`config.mk`:
```
export PLATFORM = sky130hd
export DESIGN_NAME = mid_sqrt_cell
export DESIGN_NICKNAME = d
export VERILOG_FILES = /design/src/hdl/mid_pkg.sv /design/src/hdl/mid_sqrt_cell.sv
export SDC_FILE = /design/constraint.sdc
export NUM_CORES = 1
export LEC_CHECK = 0
export BUFFER_PORTS_ARGS = -buffer_cell sky130_fd_sc_hd__buf_2
export CAP_MARGIN = 20
export CORE_ASPECT_RATIO = 0.6
export CORE_MARGIN = 2
export CORE_UTILIZATION = 43
export DETAILED_ROUTE_END_ITERATION = 8
export PLACE_DENSITY = 0.77
export RECOVER_POWER = 25
export SKIP_CTS_REPAIR_TIMING = 1
export SYNTH_ARGS = -nofsm -noshare
export SYNTH_HDL_FRONTEND = slang
export SYNTH_SLANG_ARGS = --single-unit
```
`constraint.sdc`:
```
create_clock -name clk -period 4 [get_ports clk]
set_input_delay 0.6 -clock clk [delete_from_list [all_inputs] [get_ports clk]]
set_output_delay 0.6 -clock clk [all_outputs]
set_load 0.05 [all_outputs]
```
`src/hdl/mid_pkg.sv`:
```
// shared constants for the minimum image distance block
package mid_pkg;

  localparam int COORD_WIDTH_DEF = 24;
  localparam int BOX_WIDTH       = 23;
  localparam int DSQ_WIDTH       = 50;
  localparam int DIST_WIDTH      = 25;
  localparam int CFG_IDX_WIDTH   = 1;

  localparam logic [CFG_IDX_WIDTH-1:0] REG_PERIODIC_ENABLE = 1'd0;
  localparam logic [CFG_IDX_WIDTH-1:0] REG_BOX_LENGTH      = 1'd1;

  localparam logic                 PERIODIC_RESET = 1'b1;
  localparam logic [BOX_WIDTH-1:0] BOX_RESET      = 23'd1048576;

endpackage

```
`src/hdl/mid_sqrt_cell.sv`:
```
// one digit of the restoring integer square root
module mid_sqrt_cell #(
  parameter int RB = mid_pkg::COORD_WIDTH_DEF + 1
) (
  input  logic              clk,
  input  logic              rst,
  input  logic              in_valid,
  input  logic [2*RB-1:0]   in_sq,
  input  logic [2*RB-1:0]   in_shift,
  input  logic [RB+1:0]     in_rem,
  input  logic [RB-1:0]     in_root,
  output logic              out_valid,
  output logic [2*RB-1:0]   out_sq,
  output logic [2*RB-1:0]   out_shift,
  output logic [RB+1:0]     out_rem,
  output logic [RB-1:0]     out_root
);

  logic [RB+3:0] rs;
  logic [RB+3:0] trial;
  logic          ge;

  assign rs    = {in_rem, in_shift[2*RB-1:2*RB-2]};
  assign trial = (RB+4)'({in_root, 2'b01});
  assign ge    = rs >= trial;

  always_ff @(posedge clk) begin
    if (rst) begin
      out_valid <= 1'b0;
    end else begin
      out_valid <= in_valid;
    end
    out_sq    <= in_sq;
    out_shift <= in_shift << 2;
    out_rem   <= ge ? (RB+2)'(rs - trial) : rs[RB+1:0];
    out_root  <= {in_root[RB-2:0], ge};
  end

endmodule

```
==> summary.txt <==
Status = finished, final reports clean
Share of cells above drive strength 1 = 50.1%
# setup viols final = 0
Seq/Total Area, Yosys = 60.4%
Area of the multi-input gates = 1730 um2
Fillers = 962
CP endpoint kind = register
Detail Route Antenna Nets = 0
Pwr Density = 592 nW/um2
Most common cell in the synthesized netlist = dfxtp_1
CP startpoint kind = input port
Largest net degree at the start of global routing = 18
Post-synth top cells = dfxtp_1 (151), inv_1 (40), ha_1 (27), a21oi_1 (24), xnor2_1 (17)
Global-route wire length before repair = 22000 um
Row cnt = 30
Slew @ Worst Pin = 509 ps
Mapped Avg Cell Area = 12.1 um2
Cell taking the most area after synthesis = dfxtp_1
Cell variety after synth = 53
Fmax = 310 MHz
Deepest clock path buffer count = 2
# diodes = 0
Max Cap Viol = 0
Worst slack, placed = 401 ps
Vias in the first global route = 4275
I/O Buffers = 305
Post-synth EDFFs = 0
CP max FO = 17
Starting Density = 44.2%
Yosys warns = 0
Clock sink count = 151
Root buf cell = clkbuf_16
Synth top area share = 60.4%
Hold Crit Class = in -> reg
Grt total ovfl = 0
Via density = 4.66
Antenna violations before repair = 1
RSZ-0062 raised after global routing = false
Final worst-path cycle share = 80.7%
Static Leakage = 3.75 nW
GPL Wtd Cong = 0.923
Post-DP HPWL = 12500 um
P&R area growth vs syn = 44.6%
Critical path data arrival time = 3510 ps
Iteration-0 DRC Markers = 268
Overall Power = 4.29 mW
H-tree Lvls = 4
Die boundary height = 87.6 um
Syn Inst Count = 415
Routed length per placed instance = 16.8 um
Tot GR Track Use = 23.2%
Post-Route Setup TNS = 0 ps
Final nets = 912
WL final = 15200 um
Vias = 4199
# IOs = 308
Final Max Slew Viols = 0
Type of the worst setup path = in -> reg
Flip-flop and latch count after synthesis = 151
Final worst setup slack = 770 ps
Synth area leaders = dfxtp_1 (60%), ha_1 (6.7%), mux2_4 (4.5%), inv_1 (3.0%), xnor2_1 (3.0%)
Top FF cell, synth = dfxtp_1
Slew headroom = 65.6%
CP required = 4280 ps
Clock Pin Slew Worst Setup and Hold Paths = 60 ps
Die width = 143 um
DRC errors left = 0
Core Region = 11300 um2
Post-Syn Area = 5010 um2
Synth async-reset ratio = 0%
TritonCTS buffer count = 17
Die Footprint = 12600 um2
Drt pass-1 iters = 5
FF+latch area = 3020 um2
Tmin final = 3230 ps
Final hold violation count = 0
CTS tree = built
Maximum vdd drop = 0.343 mV
path summary, 6_finish.rpt:
| check | start | end | slack (ps) | cells after the start |
|---|---|---|---|---|
| setup / recovery | in_root[0] | out_rem[9] | 770 | 12 |
| hold / removal | in_sq[29] | out_sq[29] | 300 | 1 |
routing by layer:
| layer | up-vias | global-route usage [%] | share of wire, % |
|---|---|---|---|
| met5 | - | 0 | 0 |
| met4 | 0 | 5.88 | 0.90 |
| met3 | 10 | 7.05 | 7.6 |
| met2 | 192 | 40.4 | 50 |
| met1 | 1960 | 28.6 | 41 |
| li1 | 2037 | - | - |
state kept, by name, indices dropped and copies added, names as in the netlist:
signal	cells
out_root	25
out_shift	48
out_sq	50
out_rem	27
out_valid	1
worst max-delay path, stage by stage:
cell      delay (ps)
buf_2             80
inv_1             50
ha_1             340
o21ai_1          150
a22oi_1          310
a21oi_2          140
o31ai_2          360
a41oi_2          220
o31ai_1          320
a2111o_1         250
buf_4            310
mux2_2           370
cells in the final DEF, fill, tap and decap left out, types with 4 or more instances in the layout:
| master | netlist | final |
|---|---|---|
| nand2_1 | 12 | 12 |
| o21bai_1 | 5 | 5 |
| nand2b_1 | 4 | 4 |
| buf_2 | 2 | 305 |
| xor2_1 | 8 | 8 |
| a21o_1 | 7 | 7 |
| nand4_1 | 9 | 9 |
| inv_1 | 40 | 40 |
| ha_1 | 27 | 27 |
| o21ai_1 | 4 | 4 |
| mux2_4 | 15 | 15 |
| clkbuf_16 | 0 | 17 |
| mux2_2 | 8 | 8 |
| a21oi_1 | 24 | 24 |
| o21ai_0 | 6 | 6 |
| inv_6 | 0 | 5 |
| xnor2_1 | 17 | 17 |
| dfxtp_1 | 151 | 151 |
| nor2_1 | 13 | 13 |
report_power, final:
part	switching (mW)	internal, mW
Clock	0.647	0.934
Sequential	0.0324	1.63
Combinational	0.730	0.311
Total	1.41	2.88
cells by family after synthesis:
logic type	after synthesis	share of synthesized area, %
AND/OR/NAND/NOR	55	5.75
multiplexers	26	6.90
AO/OA/AOI/OAI	77	10.7
other	1	0.0749
flip-flops	151	60.4
XOR/XNOR	25	4.37
buffers and inverters	53	5.12
adder cells (fa/ha/maj)	27	6.75
per-stage QoR:
| stage | std cells | util [%] | instance area (um2) | hold WS [ps] |
|---|---|---|---|---|
| finish | 902 | 63.9 | 7240 | 297 |
| global route | 902 | 63.9 | 7240 | 276 |
| CTS | 902 | 63.9 | 7240 | 284 |
| detailed placement | 871 | 58.7 | 6650 | 704 |
| global placement | 871 | 58.7 | 6650 | 702 |
| floorplan | 416 | - | 5010 | 628 |
layout make-up:
type	instances	area share (%)
clock buffers	17	5.87
clock inverters	14	2.25
inverters	40	2.07
multi-input cells	212	23.9
flip-flops and latches	151	41.7
well taps	160	2.76
repair buffers	308	21.4
Power figures use the tool's default switching activity.
