## config.mk

```make
export PLATFORM = sky130hd
export DESIGN_NAME = mid_div_cell
export DESIGN_NICKNAME = d
export VERILOG_FILES = /design/src/hdl/mid_pkg.sv /design/src/hdl/mid_div_cell.sv
export SDC_FILE = /design/constraint.sdc
export NUM_CORES = 1
export LEC_CHECK = 0
export BUFFER_PORTS_ARGS = -buffer_cell sky130_fd_sc_hd__clkbuf_2
export CORE_AREA = 2 2 178 180
export CTS_CLUSTER_DIAMETER = 150
export DETAILED_ROUTE_END_ITERATION = 16
export DIE_AREA = 0 0 180 182
export GPL_ROUTABILITY_DRIVEN = 0
export HOLD_SLACK_MARGIN = 0.06
export PLACE_DENSITY_LB_ADDON = 0.05
export SYNTH_ARGS = -nofsm -noshare
export SYNTH_HDL_FRONTEND = slang
export SYNTH_SLANG_ARGS = --single-unit
```

## constraint.sdc

```tcl
create_clock -name clk -period 7.88 [get_ports clk]
set_input_delay 0.788 -clock clk [delete_from_list [all_inputs] [get_ports clk]]
set_output_delay 0.788 -clock clk [all_outputs]
set_load 0.05 [all_outputs]
```

## src/hdl/mid_pkg.sv

```systemverilog
// shared constants for the minimum image distance block
package mid_pkg;

  localparam int COORD_WIDTH_DEF = 24;
  localparam int BOX_WIDTH       = 23;
  localparam int DSQ_WIDTH       = 50;
  localparam int DIST_WIDTH      = 25;
  localparam int CFG_IDX_WIDTH   = 1;

  localparam logic [CFG_IDX_WIDTH-1:0] REG_PERIODIC_ENABLE = 1'd0;
  localparam logic [CFG_IDX_WIDTH-1:0] REG_BOX_LENGTH      = 1'd1;

  localparam logic                 PERIODIC_RESET = 1'b1;
  localparam logic [BOX_WIDTH-1:0] BOX_RESET      = 23'd1048576;

endpackage

```

## src/hdl/mid_div_cell.sv

```systemverilog
// one restoring division step on three lanes, remainder by box length
module mid_div_cell #(
  parameter int W = mid_pkg::COORD_WIDTH_DEF
) (
  input  logic                                  clk,
  input  logic                                  rst,
  input  logic                                  in_valid,
  input  logic [2:0][W-1:0]                     in_mag,
  input  logic [2:0][W-1:0]                     in_shift,
  input  logic [2:0][mid_pkg::BOX_WIDTH-1:0]    in_rem,
  input  logic [mid_pkg::BOX_WIDTH-1:0]         box_length,
  output logic                                  out_valid,
  output logic [2:0][W-1:0]                     out_mag,
  output logic [2:0][W-1:0]                     out_shift,
  output logic [2:0][mid_pkg::BOX_WIDTH-1:0]    out_rem
);

  localparam int BW = mid_pkg::BOX_WIDTH;

  logic [2:0][BW-1:0] rem_next;
  logic [2:0][W-1:0]  shift_next;

  always_comb begin
    logic [BW:0] rs;
    for (int i = 0; i < 3; i++) begin
      rs = {in_rem[i], in_shift[i][W-1]};
      if (rs >= {1'b0, box_length}) begin
        rem_next[i] = BW'(rs - {1'b0, box_length});
      end else begin
        rem_next[i] = rs[BW-1:0];
      end
      shift_next[i] = in_shift[i] << 1;
    end
  end

  always_ff @(posedge clk) begin
    if (rst) begin
      out_valid <= 1'b0;
    end else begin
      out_valid <= in_valid;
    end
    out_mag   <= in_mag;
    out_shift <= shift_next;
    out_rem   <= rem_next;
  end

endmodule

```

==> impl_metrics.tcl <==
set metrics [dict create \
    status "completed" \
    io_buffer_count 449 \
    synth_ff_type "dfxtp_1" \
    final_common_cell "clkbuf_2" \
    setup_violations 0 \
    async_reset_ff_share_pct 0 \
    die_y_um 182 \
    grt_max_degree 35 \
    htreeDepth 1 \
    startpoint_type "input pin" \
    whs_ns 0.353 \
    seq_area_um2 4220 \
    power_leakage_nw 6.20 \
    syn_area_um2 8650 \
    tightest_slew_ns 0.727 \
    place_ws_ns 3.96 \
    setup_tns_ns 0 \
    final_area_um2 12300 \
    ys_types 58 \
    timing.final.crit_period_ns 3.37 \
    antenna_found_initial 4 \
    vias 8114 \
    syn_avg_cell_area_um2 9.63 \
    drive_gt1_share_pct 37.3 \
    synth-compound-area-share_pct 18.2 \
    clock-sinks 211 \
    root_buffer "clkbuf_16" \
    firstDrtPassIters 5 \
    synth_top_area_cell "dfxtp_1" \
    rsz0062_at_grt "false" \
    crit_slowest_cell "ha_1" \
    fin_crit_sh_pct 42.8 \
    overflow 0 \
    fin_ws_ns 4.51 \
    cts-resized-gates 0 \
    yosysWarnings 0 \
    hold_class "in -> reg" \
    arrival_ns 3.84 \
    core_area_um2 31000 \
    multiInputGateArea_um2 4140 \
    hold_violations 0 \
    max_slew_margin_pct 50.9 \
    synth_edf_count 0 \
    cts_inserted_buffers 25 \
    grt_pass1_vias 8042 \
    ios 453 \
    num_rows 65 \
    worstSetupEndpointType "flop" \
    via_per_inst 4.57 \
    synth_top_family_by_area "compound AO/OA/AOI/OAI gates" \
    clockBufferDepth 3 \
    dpl_cell_area_um2 11300 \
    clock.fmax_mhz 297 \
    crit_required_ns 8.35 \
    muxShareOfSynthArea_pct 0.636 \
    syn_inst 898 \
    ys_ff_latch 211 \
    slew_violations 0 \
    clkTransAtPathRegs_ns 0.06 \
    cts_hold_buf 0 \
    powerDensity_nw_per_um2 293 \
    post_cts_buffers 0 \
    synthSimpleGateAreaFrac_pct 13.1 \
    synth_area_leaders "dfxtp_1, ha_1, a21oi_1" \
    peakVddDrop_mv 0.157 \
    grt_usage_pct 20.9 \
    max_stage_delay_ns 0.46 \
    synth_xor_xnor_area_share_pct 5.06 \
    crit_family "compound AO/OA/AOI/OAI gates" \
    critPathKind "in -> reg" \
    ys_seq_area_share_pct 48.8 \
    grt_pass1_wl_um 51200 \
    drc 0 \
    path_buf_inv 3 \
    synth_fa_ha_area_share_pct 10.7 \
    die_area_um2 32800 \
    area_growth_pct 42.4 \
    nNetsFinal 1665 \
    synth_top_area_share_pct 48.8 \
    first_iter_violations 352 \
    postRouteAntennaNets 0 \
    critPathMaxFanout 16 \
    start_util_pct 27.9 \
    wl_per_cell_um 19.9 \
    chipWidth_um 180 \
    cts_tree "yes" \
    wl_um 35400 \
    cap_violations 0 \
    mostFrequentLayoutCells "clkbuf_2, dfxtp_1, a21oi_1" \
    fillers 3216 \
    hpwl_um 29900 \
    crit_chain "clkbuf_2 > inv_1 > ha_1 > nand3_2 > or3_1 > nor4_1 > nor2_1 > a2111o_1 > o21ai_2 > buf_4 > o2111ai_1 > nand2_1" \
]
## sequential cells by signal (all words and copies together) (netlist names)
register,cells
out_mag,72
out_shift,69
out_rem,69
out_valid,1
## metal layers
metal | wire length, um | GRT usage (%)
met1 | 15600 | 26.5
met2 | 16900 | 36.2
met3 | 2400 | 5.07
met4 | 550 | 3.77
met5 | 14 | 0
## per-stage QoR
stage | std cells | total power [mW] | util (%)
after global placement | 1729 | 2.25 | 36.5
after detailed placement | 1729 | 2.24 | 36.5
after global routing | 1775 | 3.77 | 39.8
final | 1776 | 3.62 | 39.8
after CTS | 1774 | 3.66 | 39.7
after floorplan | 900 | 1.95 | -
## synth_stat cells (16+ instances only)
cell type / count
nand3_1: 18
nand4_1: 16
dfxtp_1: 211
xnor2_1: 28
clkbuf_1: 18
a21oi_1: 79
nand2_1: 70
a21o_1: 29
inv_1: 44
nor2_1: 69
xor2_1: 22
o21ai_0: 63
ha_1: 69
## area by class of cell
| class | instances | area share (%) |
|---|---|---|
| clock inverter | 16 | 2.86 |
| clock buffer | 29 | 5.28 |
| inverter | 44 | 1.34 |
| timing repair buffer | 453 | 18.5 |
| sequential | 211 | 34.3 |
| antenna | 2 | 0.0406 |
| multi-input combinational | 619 | 33.6 |
| tap | 402 | 4.08 |
## report_power, final
part           internal (mW)  switching [mW]  leakage, nW
registers               1.18          0.0350         1.78
clock network          0.922           0.477        0.478
logic                  0.273           0.728         3.94
total                   2.38            1.24         6.20
## logic make-up after synthesis
group	after synthesis
other cells	1
mux	5
fa+ha+maj	72
compound gates	251
simple gates	238
flops	211
buf+inv	70
xor+xnor	50
## worst paths after layout
path / slack, ns / startpoint / depth (start not counted) / to
worst max-delay path: 4.51 / box_length[12] / 12 / out_rem[64]
worst min-delay path: 0.35 / in_mag[64] / 1 / out_mag[64]
Note: power is estimated with default switching activity, not from simulation.
